<file path="config.mk">
export PLATFORM = sky130hd
export DESIGN_NAME = serial_link_packet_receiver_core_flat
export DESIGN_NICKNAME = d
export VERILOG_FILES = /design/src/hw/rtl/slpr_pkg.sv /design/src/hw/rtl/slpr_rx_if.sv /design/src/hw/rtl/slpr_res_if.sv /design/src/hw/rtl/slpr_deframer.sv /design/src/hw/rtl/slpr_out_reg.sv /design/src/hw/rtl/serial_link_packet_receiver_core.sv /design/src/flat_wrapper.sv
export SDC_FILE = /design/constraint.sdc
export NUM_CORES = 1
export LEC_CHECK = 0
export CORE_MARGIN = 10
export CORE_UTILIZATION = 40
export CTS_BUF_LIST = sky130_fd_sc_hd__clkbuf_4 sky130_fd_sc_hd__clkbuf_8 sky130_fd_sc_hd__clkbuf_16
export DETAILED_ROUTE_END_ITERATION = 12
export DONT_BUFFER_PORTS = 1
export GPL_TIMING_DRIVEN = 0
export HOLD_SLACK_MARGIN = 0.12
export PLACE_DENSITY = 0.63
export SLEW_MARGIN = 30
export SYNTH_ARGS = -nofsm -noshare
export SYNTH_HDL_FRONTEND = slang
export SYNTH_SLANG_ARGS = --single-unit
</file>
<file path="constraint.sdc">
create_clock -name i_clk -period 14.9 [get_ports i_clk]
set_input_delay 1.49 -clock i_clk [delete_from_list [all_inputs] [get_ports i_clk]]
set_output_delay 1.49 -clock i_clk [all_outputs]
set_load 0.005 [all_outputs]
</file>
<file path="src/hw/rtl/slpr_pkg.sv">
package slpr_pkg;

    // preamble bytes
    localparam logic [7:0] PRE0 = 8'hBE;
    localparam logic [7:0] PRE1 = 8'hEF;
    localparam logic [7:0] PRE2 = 8'hED;

    // crc-16-ccitt polynomial, msb first
    localparam logic [15:0] CRC_POLY = 16'h1021;

    // register indexes of the configuration port
    localparam int unsigned CFG_IDX_W = 1;
    localparam logic [CFG_IDX_W-1:0] CFG_LOCAL_PROTOCOL = 1'b0;
    localparam logic [CFG_IDX_W-1:0] CFG_LOCAL_PORT     = 1'b1;

    // header byte positions after the preamble
    localparam logic [2:0] HDR_DEST    = 3'd0;
    localparam logic [2:0] HDR_SRC     = 3'd1;
    localparam logic [2:0] HDR_TYPE    = 3'd2;
    localparam logic [2:0] HDR_SIZE_HI = 3'd3;
    localparam logic [2:0] HDR_SIZE_LO = 3'd4;
    localparam logic [2:0] HDR_XID     = 3'd5;

    typedef enum logic [2:0] {
        PH_HUNT0  = 3'd0,
        PH_HUNT1  = 3'd1,
        PH_HUNT2  = 3'd2,
        PH_HEADER = 3'd3,
        PH_BODY   = 3'd4,
        PH_CRC    = 3'd5
    } t_phase;

    typedef enum logic [1:0] {
        KIND_HEADER = 2'd0,
        KIND_BODY   = 2'd1,
        KIND_GOOD   = 2'd2,
        KIND_BAD    = 2'd3
    } t_kind;

    typedef struct packed {
        t_kind       kind;
        logic [7:0]  data_byte;
        logic [7:0]  source_port;
        logic [7:0]  packet_type;
        logic [7:0]  transaction_id;
        logic [15:0] body_length;
        logic        is_last;
    } t_result;

    // one byte through the crc, msb first
    function automatic logic [15:0] crc_update(input logic [15:0] crc, input logic [7:0] b);
        logic [15:0] c;
        c = crc ^ {b, 8'h00};
        for (int i = 0; i < 8; i++) begin
            if (c[15]) begin
                c = {c[14:0], 1'b0} ^ CRC_POLY;
            end else begin
                c = {c[14:0], 1'b0};
            end
        end
        return c;
    endfunction

endpackage

</file>
<file path="src/hw/rtl/slpr_rx_if.sv">
interface slpr_rx_if;
    logic       valid;
    logic       ready;
    logic [7:0] rx_byte;

    modport source (output valid, output rx_byte, input ready);
    modport sink (input valid, input rx_byte, output ready);
endinterface

</file>
<file path="src/hw/rtl/slpr_res_if.sv">
interface slpr_res_if;
    logic        valid;
    logic        ready;
    logic [1:0]  kind;
    logic [7:0]  data_byte;
    logic [7:0]  source_port;
    logic [7:0]  packet_type;
    logic [7:0]  transaction_id;
    logic [15:0] body_length;
    logic        is_last;

    modport source (
        output valid, output kind, output data_byte, output source_port,
        output packet_type, output transaction_id, output body_length,
        output is_last, input ready
    );
    modport sink (
        input valid, input kind, input data_byte, input source_port,
        input packet_type, input transaction_id, input body_length,
        input is_last, output ready
    );
endinterface

</file>
<file path="src/hw/rtl/slpr_deframer.sv">
module slpr_deframer (
    input  logic              i_clk,
    input  logic              i_rst_n,
    input  logic              i_step,
    input  logic [7:0]        i_byte,
    input  logic [7:0]        i_local_protocol,
    input  logic [7:0]        i_local_port,
    output logic              o_res_valid,
    output slpr_pkg::t_result o_res
);
    import slpr_pkg::*;

    t_phase      r_phase, n_phase;
    logic [15:0] r_count, n_count;
    logic [7:0]  r_dest, n_dest;
    logic [7:0]  r_src, n_src;
    logic [7:0]  r_type, n_type;
    logic [15:0] r_size, n_size;
    logic [7:0]  r_xid, n_xid;
    logic [7:0]  r_sum, n_sum;
    logic [15:0] r_crc, n_crc;
    logic        r_drop, n_drop;

    logic [15:0] crc_next;
    logic [15:0] count_inc;
    logic        drop_now;

    assign crc_next  = crc_update(r_crc, i_byte);
    assign count_inc = r_count + 16'd1;
    assign drop_now  = !((r_type == i_local_protocol) && (r_dest == i_local_port));

    always_comb begin
        n_phase = r_phase;
        n_count = r_count;
        n_dest  = r_dest;
        n_src   = r_src;
        n_type  = r_type;
        n_size  = r_size;
        n_xid   = r_xid;
        n_sum   = r_sum;
        n_crc   = r_crc;
        n_drop  = r_drop;

        o_res_valid          = 1'b0;
        o_res.kind           = KIND_HEADER;
        o_res.data_byte      = 8'h00;
        o_res.source_port    = r_src;
        o_res.packet_type    = r_type;
        o_res.transaction_id = r_xid;
        o_res.body_length    = r_size;
        o_res.is_last        = 1'b0;

        unique case (r_phase)
            PH_HUNT1, PH_HUNT2: begin
                if (i_byte != ((r_phase == PH_HUNT1) ? PRE1 : PRE2)) begin
                    n_phase = PH_HUNT0;
                    n_count = 16'd0;
                end else begin
                    n_sum = r_sum + i_byte;
                    n_crc = crc_next;
                    if (r_phase == PH_HUNT2) begin
                        n_phase = PH_HEADER;
                        n_count = 16'd0;
                    end else begin
                        n_phase = PH_HUNT2;
                    end
                end
            end
            PH_HEADER: begin
                n_crc   = crc_next;
                n_count = count_inc;
                unique case (r_count[2:0])
                    HDR_DEST:    n_dest = i_byte;
                    HDR_SRC:     n_src  = i_byte;
                    HDR_TYPE:    n_type = i_byte;
                    HDR_SIZE_HI: n_size = {i_byte, r_size[7:0]};
                    HDR_SIZE_LO: n_size = {r_size[15:8], i_byte};
                    HDR_XID:     n_xid  = i_byte;
                    default: begin
                        // checksum byte: compare, then filter on type and dest
                        n_count = 16'd0;
                        if (i_byte != r_sum) begin
                            n_phase = PH_HUNT0;
                        end else begin
                            n_drop      = drop_now;
                            n_phase     = (r_size == 16'd0) ? PH_CRC : PH_BODY;
                            o_res_valid = !drop_now;
                        end
                    end
                endcase
                if (r_count < 16'd6) begin
                    n_sum = r_sum + i_byte;
                end
            end
            PH_BODY: begin
                n_crc = crc_next;
                if (count_inc >= r_size) begin
                    n_phase = PH_CRC;
                    n_count = 16'd0;
                end else begin
                    n_count = count_inc;
                end
                o_res_valid     = !r_drop;
                o_res.kind      = KIND_BODY;
                o_res.data_byte = i_byte;
            end
            PH_CRC: begin
                n_crc = crc_next;
                if (r_count == 16'd0) begin
                    n_count = 16'd1;
                end else begin
                    n_phase       = PH_HUNT0;
                    n_count       = 16'd0;
                    o_res_valid   = !r_drop;
                    o_res.kind    = (crc_next == 16'd0) ? KIND_GOOD : KIND_BAD;
                    o_res.is_last = 1'b1;
                end
            end
            default: begin
                // first preamble byte, unused phase codes land here too
                n_phase = PH_HUNT0;
                n_count = 16'd0;
                if (i_byte == PRE0) begin
                    n_sum   = i_byte;
                    n_crc   = crc_update(16'h0000, i_byte);
                    n_phase = PH_HUNT1;
                end
            end
        endcase
    end

    always_ff @(posedge i_clk) begin
        if (!i_rst_n) begin
            r_phase <= PH_HUNT0;
            r_count <= 16'd0;
            r_dest  <= 8'h00;
            r_src   <= 8'h00;
            r_type  <= 8'h00;
            r_size  <= 16'd0;
            r_xid   <= 8'h00;
            r_sum   <= 8'h00;
            r_crc   <= 16'h0000;
            r_drop  <= 1'b0;
        end else if (i_step) begin
            r_phase <= n_phase;
            r_count <= n_count;
            r_dest  <= n_dest;
            r_src   <= n_src;
            r_type  <= n_type;
            r_size  <= n_size;
            r_xid   <= n_xid;
            r_sum   <= n_sum;
            r_crc   <= n_crc;
            r_drop  <= n_drop;
        end
    end

endmodule

</file>
<file path="src/hw/rtl/slpr_out_reg.sv">
module slpr_out_reg (
    input  logic              i_clk,
    input  logic              i_rst_n,
    input  logic              i_load,
    input  slpr_pkg::t_result i_res,
    output logic              o_free,
    slpr_res_if.source        o_res
);
    import slpr_pkg::*;

    logic    r_valid;
    t_result r_data;

    assign o_free = !r_valid || o_res.ready;

    always_ff @(posedge i_clk) begin
        if (!i_rst_n) begin
            r_valid <= 1'b0;
        end else if (i_load) begin
            r_valid <= 1'b1;
        end else if (o_res.ready) begin
            r_valid <= 1'b0;
        end
    end

    always_ff @(posedge i_clk) begin
        if (i_load) begin
            r_data <= i_res;
        end
    end

    assign o_res.valid          = r_valid;
    assign o_res.kind           = r_data.kind;
    assign o_res.data_byte      = r_data.data_byte;
    assign o_res.source_port    = r_data.source_port;
    assign o_res.packet_type    = r_data.packet_type;
    assign o_res.transaction_id = r_data.transaction_id;
    assign o_res.body_length    = r_data.body_length;
    assign o_res.is_last        = r_data.is_last;

endmodule

</file>
<file path="src/hw/rtl/serial_link_packet_receiver_core.sv">
// serial link packet receiver: byte-serial deframer
// i_rx carries one received byte per item (valid/ready); o_res carries one
// result item per accepted header, per body byte of an accepted packet, and
// one end item per accepted packet (kind good or bad crc, is_last set)
// the deframer hunts for the preamble BE EF ED, gathers the header, checks the
// 8-bit header sum, filters on type/dest against the local registers and runs
// a crc-16-ccitt over every byte of the frame
// path: a byte taken from i_rx goes into the input register, and the deframer
// step then carries its result item into the output register that drives o_res
// throughput: one byte per cycle while o_res is not held off; the header/crc
// step is one short pass of logic between the input and result registers
// configuration: i_cfg_we writes local_protocol (index 0) or local_port
// (index 1); write only while the block is idle
// reset (synchronous, active low) returns to the preamble hunt, clears all
// header state and both registers, and empties the input and output registers
// stall: while o_res is held off with an item waiting, the input register keeps
// at most one byte and i_rx.ready is low whenever it holds one
module serial_link_packet_receiver_core (
    input  logic                                i_clk,
    input  logic                                i_rst_n,
    slpr_rx_if.sink                             i_rx,
    slpr_res_if.source                          o_res,
    input  logic                                i_cfg_we,
    input  logic [slpr_pkg::CFG_IDX_W-1:0]      i_cfg_index,
    input  logic [7:0]                          i_cfg_data
);
    import slpr_pkg::*;

    // configuration registers
    logic [7:0] r_local_protocol;
    logic [7:0] r_local_port;

    // input register
    logic       r_in_valid;
    logic [7:0] r_in_byte;

    logic       out_free;
    logic       advance;
    logic       step_valid;
    t_result    step_res;

    always_ff @(posedge i_clk) begin
        if (!i_rst_n) begin
            r_local_protocol <= 8'h00;
            r_local_port     <= 8'h00;
        end else if (i_cfg_we) begin
            unique case (i_cfg_index)
                CFG_LOCAL_PROTOCOL: r_local_protocol <= i_cfg_data;
                CFG_LOCAL_PORT:     r_local_port     <= i_cfg_data;
                default: ;
            endcase
        end
    end

    // the held byte moves on when the output register can take a result
    assign advance    = r_in_valid && out_free;
    assign i_rx.ready = !r_in_valid || advance;

    always_ff @(posedge i_clk) begin
        if (!i_rst_n) begin
            r_in_valid <= 1'b0;
        end else if (i_rx.ready) begin
            r_in_valid <= i_rx.valid;
        end
    end

    always_ff @(posedge i_clk) begin
        if (i_rx.valid && i_rx.ready) begin
            r_in_byte <= i_rx.rx_byte;
        end
    end

    slpr_deframer u_deframer (
        .i_clk            (i_clk),
        .i_rst_n          (i_rst_n),
        .i_step           (advance),
        .i_byte           (r_in_byte),
        .i_local_protocol (r_local_protocol),
        .i_local_port     (r_local_port),
        .o_res_valid      (step_valid),
        .o_res            (step_res)
    );

    slpr_out_reg u_out_reg (
        .i_clk   (i_clk),
        .i_rst_n (i_rst_n),
        .i_load  (advance && step_valid),
        .i_res   (step_res),
        .o_free  (out_free),
        .o_res   (o_res)
    );

endmodule
</file>
<file path="src/flat_wrapper.sv">
// flat-port wrapper written by rule: the top's interface ports become plain ports
module serial_link_packet_receiver_core_flat import slpr_pkg::*;
  (i_clk, i_rst_n, i_cfg_we, i_cfg_index, i_cfg_data, i_rx_valid, i_rx_rx_byte, i_rx_ready, o_res_valid, o_res_kind, o_res_data_byte, o_res_source_port, o_res_packet_type, o_res_transaction_id, o_res_body_length, o_res_is_last, o_res_ready);
  slpr_rx_if i_rx_i ();
  slpr_res_if o_res_i ();
  input  logic i_clk;
  input  logic i_rst_n;
  input  logic i_cfg_we;
  input  logic [slpr_pkg::CFG_IDX_W-1:0] i_cfg_index;
  input  logic [7:0] i_cfg_data;
  input wire logic [$bits(i_rx_i.valid)-1:0] i_rx_valid;
  input wire logic [$bits(i_rx_i.rx_byte)-1:0] i_rx_rx_byte;
  output wire logic [$bits(i_rx_i.ready)-1:0] i_rx_ready;
  output wire logic [$bits(o_res_i.valid)-1:0] o_res_valid;
  output wire logic [$bits(o_res_i.kind)-1:0] o_res_kind;
  output wire logic [$bits(o_res_i.data_byte)-1:0] o_res_data_byte;
  output wire logic [$bits(o_res_i.source_port)-1:0] o_res_source_port;
  output wire logic [$bits(o_res_i.packet_type)-1:0] o_res_packet_type;
  output wire logic [$bits(o_res_i.transaction_id)-1:0] o_res_transaction_id;
  output wire logic [$bits(o_res_i.body_length)-1:0] o_res_body_length;
  output wire logic [$bits(o_res_i.is_last)-1:0] o_res_is_last;
  input wire logic [$bits(o_res_i.ready)-1:0] o_res_ready;
  assign i_rx_i.valid = i_rx_valid;
  assign i_rx_i.rx_byte = i_rx_rx_byte;
  assign i_rx_ready = i_rx_i.ready;
  assign o_res_valid = o_res_i.valid;
  assign o_res_kind = o_res_i.kind;
  assign o_res_data_byte = o_res_i.data_byte;
  assign o_res_source_port = o_res_i.source_port;
  assign o_res_packet_type = o_res_i.packet_type;
  assign o_res_transaction_id = o_res_i.transaction_id;
  assign o_res_body_length = o_res_i.body_length;
  assign o_res_is_last = o_res_i.is_last;
  assign o_res_i.ready = o_res_ready;
  serial_link_packet_receiver_core u_core (.i_clk(i_clk), .i_rst_n(i_rst_n), .i_rx(i_rx_i), .o_res(o_res_i), .i_cfg_we(i_cfg_we), .i_cfg_index(i_cfg_index), .i_cfg_data(i_cfg_data));
endmodule
</file>
==> results by stage, run 1 <==
Floorplanning:
- In this run the core area contains 51 standard-cell rows.
- The core region area is 19,590 sq um.
- The die outline area is 26,130 sq um.
- The vertical extent of the die is 161.7 um.
- The initial core utilization is 0.4097.
- The floorplan step set the die width to 161.7 um.
- The top-level I/O count is 75.

Clocking:
- The post-CTS setup buffer count is 0.
- The clock reaches the later pin of the worst-skew pair after 0.43 ns.
- The clock slew seen by the registers of the worst setup and hold paths is 0.07 ns.
- The cell sitting at the root of the clock tree is a sky130_fd_sc_hd__clkbuf_16.
- Clock tree synthesis found a total of 169 sinks.
- Gates resized during post-CTS repair numbered 0.
- No sink is reached through more buffers than the 2 on the longest clock path.
- Counting the buffers created by CTS gives 17.
- TritonCTS built the clock tree.
- The post-cts hold buffer count is 0.
- The H-tree level count is 4.

Final layout:
- The share of cells above drive strength 1 is 0.07485.
- The number of nets in the layout is 893.
- The total non-filler cell area in the finished layout is 9005 sq um.
- The leading cell type in the layout, fill and taps excluded is sky130_fd_sc_hd__dfxtp_1.
- Once layout is complete, the utilization of the core stands at 0.4597.
- The number of antenna diodes in the final layout is 0.
- In the layout the commonest cells are 110 x sky130_fd_sc_hd__dfxtp_1, 88 x sky130_fd_sc_hd__nor2_1, 64 x sky130_fd_sc_hd__nand2_1.
- Summing all multi-input logic gate instances after layout gives 3736 sq um.
- Excluding fillers, the count of instances in the completed layout stands at 1,120.
- After filler insertion, the fill cell instance count of the layout stands at 1,863.
- The synthesis-to-layout area growth is 12.19%.
- Registers take 3974 sq um.

Synthesis:
- The post-synth design cell area is 8026 sq um.
- The number of warning messages in the yosys log is 0.
- Counting flops with a built-in enable in the synthesized netlist gives 59.
- In the synthesized netlist the dominant register cell turns out to be sky130_fd_sc_hd__dfxtp_1.
- The synthesized design contains 169 register bits.
- The net count after synthesis is 865.
- Counting distinct cell types in the post-synthesis netlist gives 57.
- Of the synthesized area, sequential elements account for 0.4951.
- The count of mapped cells out of synthesis is 814.
- The mean post-synth cell area is 9.861 sq um.
- After synthesis, the share of flip-flops with an asynchronous set or reset is 0.

Critical path:
- The worst endpoint required time is 15.04 ns.
- The origin of the critical flop-to-flop path is u_core.r_in_byte[5].
- The data arrival time at the worst-slack endpoint is 4.10 ns.
- The type of element capturing the critical path is a register.
- The critical path is of the register to register type.
- The critical path starts at u_core.r_in_byte[5].
- The worst setup path is launched from a register.
- The largest fanout of any net on the critical path is 7.

Timing:
- Setup repair after global routing left no endpoint under its margin.
- The final-layout worst hold slack is 0.4324 ns.
- The slew at the pin closest to its max-slew limit is 0.9155 ns.
- The total negative slack for setup checks is 0 ns.
- The final count of pins violating max slew is 0.
- The maximum operating frequency is 252.5 MHz.
- The smallest clock period supported by the final layout is computed as 3.961 ns.
- The post-route clock period utilization is 0.2658.
- In this run the tightest slew margin relative to its limit is 0.3870.
- The post-layout worst setup margin is 10.94 ns.
- The worst clock skew is 0.01053 ns.
- The number of endpoints with negative hold slack in the final report came to 0.
- Setup violations remaining at the end of the flow were counted as 0.

Drt:
- The starting DRC count in detailed routing is 364.
- In the routed layout, each cell is associated on average with a via count of 5.323.
- The detail route stage leaves a number of antenna-violating nets equal to 0.
- The first detailed-routing pass took 4 iterations.
- In the final routed layout, each cell accounts on average for 17.69 um.
- Summed over all layers, the routed wires come to 19,820 um.
- The remaining design rule violation count is 0.
- The final route contains 5,962 vias.

Placed design:
- In this run, placement finished with an instance count of 1,088.
- The half-perimeter wire length of the detailed placement result is 14,500 um.
- The placed instances occupy a cell area of 8416 sq um.
- Input and output buffers added on the ports amount to 0.
- Routability-driven placement finished with a final weighted congestion of 0.8813.
- The pre-CTS worst setup slack is 10.67 ns.

Hold path:
- The worst hold path startpoint is u_core.u_deframer.r_src[0].
- The path class of the tightest hold or removal check is register to register.

Power and ir drop:
- In this run the power density over the cells is 112.5 nW/um^2.
- Across the VDD grid, the largest voltage drop is 0.00009271 V.
- The leakage dissipation is 3.370 nW.
- The overall power of the completed layout is 1.014 mW.

GRT:
- The leftover overflow at the end of global routing is 0.
- The via count of the first global-routing pass is 5,831.
- The pin count of the biggest net entering global routing is 18.
- The first global-routing pass estimated 31,960 um of wire.
- The initial antenna violation count was 0.
- For this run, the total global-route usage over all layers was measured as 0.1522.

Run:
- The number of maximum-capacitance constraint violations is 0.

Run status:
- The flow ran to the end, and the final reports show no timing, DRC or antenna violations.
## kinds of logic (layout without fill, tap and decap cells)
group | Yosys count | after routing | share of synthesized area
compound gates | 136 | 136 | 0.1127
buf+inv | 81 | 122 | 0.04037
flops | 169 | 169 | 0.4951
fa+ha+maj | 29 | 29 | 0.04614
mux | 43 | 43 | 0.05362
simple gates | 280 | 280 | 0.1674
xor+xnor | 76 | 76 | 0.08465
## cell type report
type | count | area share
Inverter | 36 | 0.01501
Clock inverter | 15 | 0.01820
Buffer | 45 | 0.02098
Sequential cell | 169 | 0.4413
Multi-Input combinational cell | 564 | 0.4149
Clock buffer | 17 | 0.04724
Tap cell | 265 | 0.03682
Timing Repair Buffer | 9 | 0.005558
## worst max-delay path, stage by stage, from the launching register on
cell	delay [ns]
sky130_fd_sc_hd__edfxtp_1	0.55
sky130_fd_sc_hd__ha_1	0.40
sky130_fd_sc_hd__nor4_1	0.41
sky130_fd_sc_hd__nand4_1	0.30
sky130_fd_sc_hd__nor4_1	0.42
sky130_fd_sc_hd__nand4_1	0.27
sky130_fd_sc_hd__o41ai_2	0.21
sky130_fd_sc_hd__buf_2	0.33
sky130_fd_sc_hd__buf_4	0.19
sky130_fd_sc_hd__buf_2	0.17
sky130_fd_sc_hd__buf_2	0.20
sky130_fd_sc_hd__buf_2	0.20
## final timing paths
kind              depth (start not counted)  slack, ns                                     to
setup reg to reg                         11      10.94  u_core.u_out_reg.o_res.body_length[8]
hold reg to reg                           0       0.43  u_core.u_out_reg.o_res.source_port[0]
hold / removal                            0       0.43  u_core.u_out_reg.o_res.source_port[0]
setup / recovery                         11      10.94  u_core.u_out_reg.o_res.body_length[8]
## power breakdown
group / switching, mW / leakage (nW) / internal, mW / total [mW]
Clock: 0.206 / 0.284 / 0.238 / 0.443
Combinational: 0.0494 / 1.65 / 0.0283 / 0.0777
Sequential: 0.00817 / 1.44 / 0.484 / 0.492
Total: 0.263 / 3.37 / 0.750 / 1.01
## metal layers
layer | share of wire | track usage | vias to the layer above | routed length (um)
li1 | - | - | 2936 | -
met1 | 0.48 | 0.2042 | 2852 | 9519
met2 | 0.45 | 0.2359 | 149 | 8895
met3 | 0.056 | 0.03918 | 25 | 1118
met4 | 0.014 | 0.04591 | 0 | 284
met5 | 0 | 0 | - | 0
## synthesized netlist by cell type, drive strengths merged (9+ instances only)
cell	number	area share
a211oi	13	0.014
a21oi	50	0.031
a22o	9	0.0098
and2	13	0.010
buf	11	0.0076
clkbuf	34	0.016
dfxtp	110	0.27
edfxtp	59	0.22
ha	28	0.044
inv	36	0.017
mux2i	43	0.054
nand2	64	0.030
nand3	47	0.029
nand4	10	0.0086
nor2	88	0.041
nor3	15	0.011
nor4	16	0.012
o211ai	12	0.011
o21ai	15	0.0094
xnor2	48	0.052
xor2	27	0.029
## flip-flops by register name (all words and copies together) (netlist names), 16 cells and up
name,cells
u_core.u_out_reg.o_res.body_length,16
u_core.u_deframer.r_crc,16
u_core.u_deframer.r_count,16
u_core.u_deframer.r_size,16
No activity file was read; power rests on OpenSTA's default activity.
==> inputs of run 2 (changes only) <==
- PLACE_DENSITY: 0.63 -> 0.65
- clock period: 14.9 -> 3.5 ns (I/O delays scaled with it)
==> results by stage, run 2 (same netlist as run 1, synthesis figures left out) <==
Run status:
- The run finished with clean final reports.

Clocking:
- The CTS sink count is 169.
- The total clock buffers created by CTS is 17.
- The H-tree was split into 4 levels.
- The TritonCTS clock tree is built.
- The tree is rooted in a sky130_fd_sc_hd__clkbuf_16.
- The clock latency at the later pin of the worst-skew pair is 0.43 ns.
- Clock-pin slew was measured on the worst setup and hold paths at 0.07 ns.
- The deepest clock path buffer count is 2.

Hold path:
- The min-delay analysis places its worst path in the category primary input to register.

Final layout:
- The share of cells above drive strength 1 is 0.08935.
- The share of the core filled with cells is 0.4743.
- The count of inserted antenna diode cells is 0.
- The net count of the finished layout is 911.
- The area growth from synthesis to layout is 15.76%.
- The total non-filler cell area in the finished layout is 9291 sq um.
- The leading cell type in the layout, fill and taps excluded is sky130_fd_sc_hd__dfxtp_1.
- In the layout the commonest cells are 107 x sky130_fd_sc_hd__dfxtp_1, 87 x sky130_fd_sc_hd__nor2_1, 64 x sky130_fd_sc_hd__nand2_1.

GRT:
- Across every metal layer, demand over resource in global routing totals 0.1494.
- The initial antenna violation count is 0.
- Global routing finished with a remaining overflow of 0.
- The via count of the first global-routing pass is 5,730.
- Entering global routing, the biggest net connects 18 pins.
- The first global-routing pass estimated 31,510 um of wire.

Timing:
- Setup total negative slack on the finished layout was measured at 0 ns.
- The number of setup violations in the final report is 0.
- The final count of pins violating max slew came to 0.
- At the pin with the least slew margin, the transition time is 0.8734 ns.
- Based on the critical path, the design can be clocked at up to 299.5 MHz.
- The clock arrives with 0.01088 ns of skew.
- The number of endpoints with negative hold slack in the final report is 0.
- The final-layout worst hold slack is 0.1847 ns.
- After layout, the minimum clock period comes to 3.339 ns.
- The worst slew slack as a fraction of its limit is 0.4177.
- The post-route clock period utilization is 0.9539.

Floorplanning:
- In this run the core area contains 51 standard-cell rows.
- The top-level I/O count is 75.
- The initial core utilization is 0.4097.
- After floorplanning, the core was sized to cover 19,590 sq um.
- The floorplan step set the die height to 161.7 um.
- The die covers 26,130 sq um.
- The die is 161.7 um wide.

Drt:
- The starting DRC count in detailed routing is 389.
- The length of routed met3 wiring is 1122 um.
- After detailed routing, the average wire length per cell comes to 17.59 um.
- The highest layer used for signal routing is met4.
- Summed over all layers, the routed wires come to 20,010 um.
- After detailed routing, the met2 layer carries 9029 um of wire.
- In the final routing, the length of wire on met1 measures 9623 um.
- The first-pass iteration count of the detailed router is 5.
- The routed layout has 6,065 vias.
- After detailed routing, the number of remaining DRC violations is 0.
- The count of antenna-violating nets left after detailed routing is 0.
- Using the TritonRoute via totals, the vias-per-cell ratio works out to 5.330.

Power and ir drop:
- Of the total power, the share spent switching nets is 0.2503.
- In this run the power density over the cells is 472.3 nW/um^2.
- The relative contribution of sequential cells to total power is 0.477.
- The switching power of the nets is 1.098 mW.
- Cell internal power was estimated by the tool at 3.290 mW.
- The leakage dissipation is 3.464 nW.
- The worst-case IR drop observed on VDD is 0.0003476 V.
- The share of total power dissipated in the clock network is 0.441.
- The share of total power dissipated in combinational logic is 0.082.

Critical path:
- The critical path startpoint category is a register.
- The worst endpoint required time is 3.64 ns.
- The type of element capturing the critical path is a register.
- The critical path class is register to register.
- The largest fanout of any net on the critical path is 12.
- The data arrival time at the worst-slack endpoint is 3.48 ns.

Placed design:
- Routability-driven placement finished with a final weighted congestion of 0.8994.
- The HPWL after detailed placement is 14,360 um.
- The count of input and output buffers is 0.
- The post-placement cell area is 8422 sq um.

Run:
- The number of maximum-capacitance constraint violations is 0.
run 2: changes by cell type in the layout (fill, tap and decap cells not counted), sizes merged:
cell | previous run | this run
dlygate4sd3 | 0 | 17
bufinv | 1 | 2
clkbuf | 51 | 54
clkinvlp | 2 | 1
clkinv | 5 | 3
run 2: layout make-up:
class,count,area (sq um)
fillers,1813,10300
flip-flops and latches,169,3980
multi-input cells,564,3796
clock buffers,19,440.4
well taps,265,331.6
repair buffers,27,256.5
plain buffers,45,191.4
clock inverters,13,160.2
inverters,36,135.1
run 2: power groups by stage:
stage          Sequential, mW  Clock [mW]  Combinational, mW
3_3_place_gp             2.14           0              0.323
6_report                 2.09        1.93              0.360
5_1_grt                  2.10        2.03              0.397
3_5_place_dp             2.14           0              0.330
4_1_cts                  2.10        1.96              0.353
2_1_floorplan            2.13           0              0.247
run 2: per-stage QoR:
stage | setup slack [ns] | cells | total power, mW
after floorplan | 0.2569 | 814 | 2.376
after global placement | -0.6626 | 1079 | 2.464
after detailed placement | -0.3502 | 1084 | 2.470
after CTS | 0.001416 | 1134 | 4.408
after global routing | -0.01342 | 1138 | 4.529
final | 0.1613 | 1138 | 4.389
run 2: layer usage:
layer / global-route usage / up-vias
li1: - / 2958
met1: 0.2013 / 2913
met2: 0.2318 / 173
met3: 0.04095 / 21
met4: 0.03805 / 0
met5: 0 / -
run 2: critical path: stages (launching register included):
cell	delay [ns]
sky130_fd_sc_hd__edfxtp_1	0.45
sky130_fd_sc_hd__ha_1	0.37
sky130_fd_sc_hd__nor4_2	0.34
sky130_fd_sc_hd__nand4_1	0.26
sky130_fd_sc_hd__nor4_2	0.37
sky130_fd_sc_hd__nand4_1	0.26
sky130_fd_sc_hd__o41ai_4	0.17
sky130_fd_sc_hd__buf_6	0.22
sky130_fd_sc_hd__buf_6	0.16
sky130_fd_sc_hd__buf_4	0.20
sky130_fd_sc_hd__buf_4	0.21
run 2: worst paths after layout:
| path | start | cells after the start | endpoint | slack, ns |
|---|---|---|---|---|
| max | u_core.r_in_byte[5] | 10 | u_core.u_out_reg.o_res.body_length[14] | 0.16 |
| min | o_res_ready | 3 | u_core.r_in_valid | 0.18 |
| max reg2reg | u_core.r_in_byte[5] | 10 | u_core.u_out_reg.o_res.body_length[14] | 0.16 |
| min reg2reg | u_core.u_deframer.r_src[4] | 0 | u_core.u_out_reg.o_res.source_port[4] | 0.43 |
run 2: timing repair:
item | CTS | global route
endpoints found under the setup margin | 36 | 41
hold endpoints to repair | 25 | 0
resized for setup | 6 | 11
setup buffers | 1 | 4
pin swaps | 0 | 3
hold buffers | 17 | 0
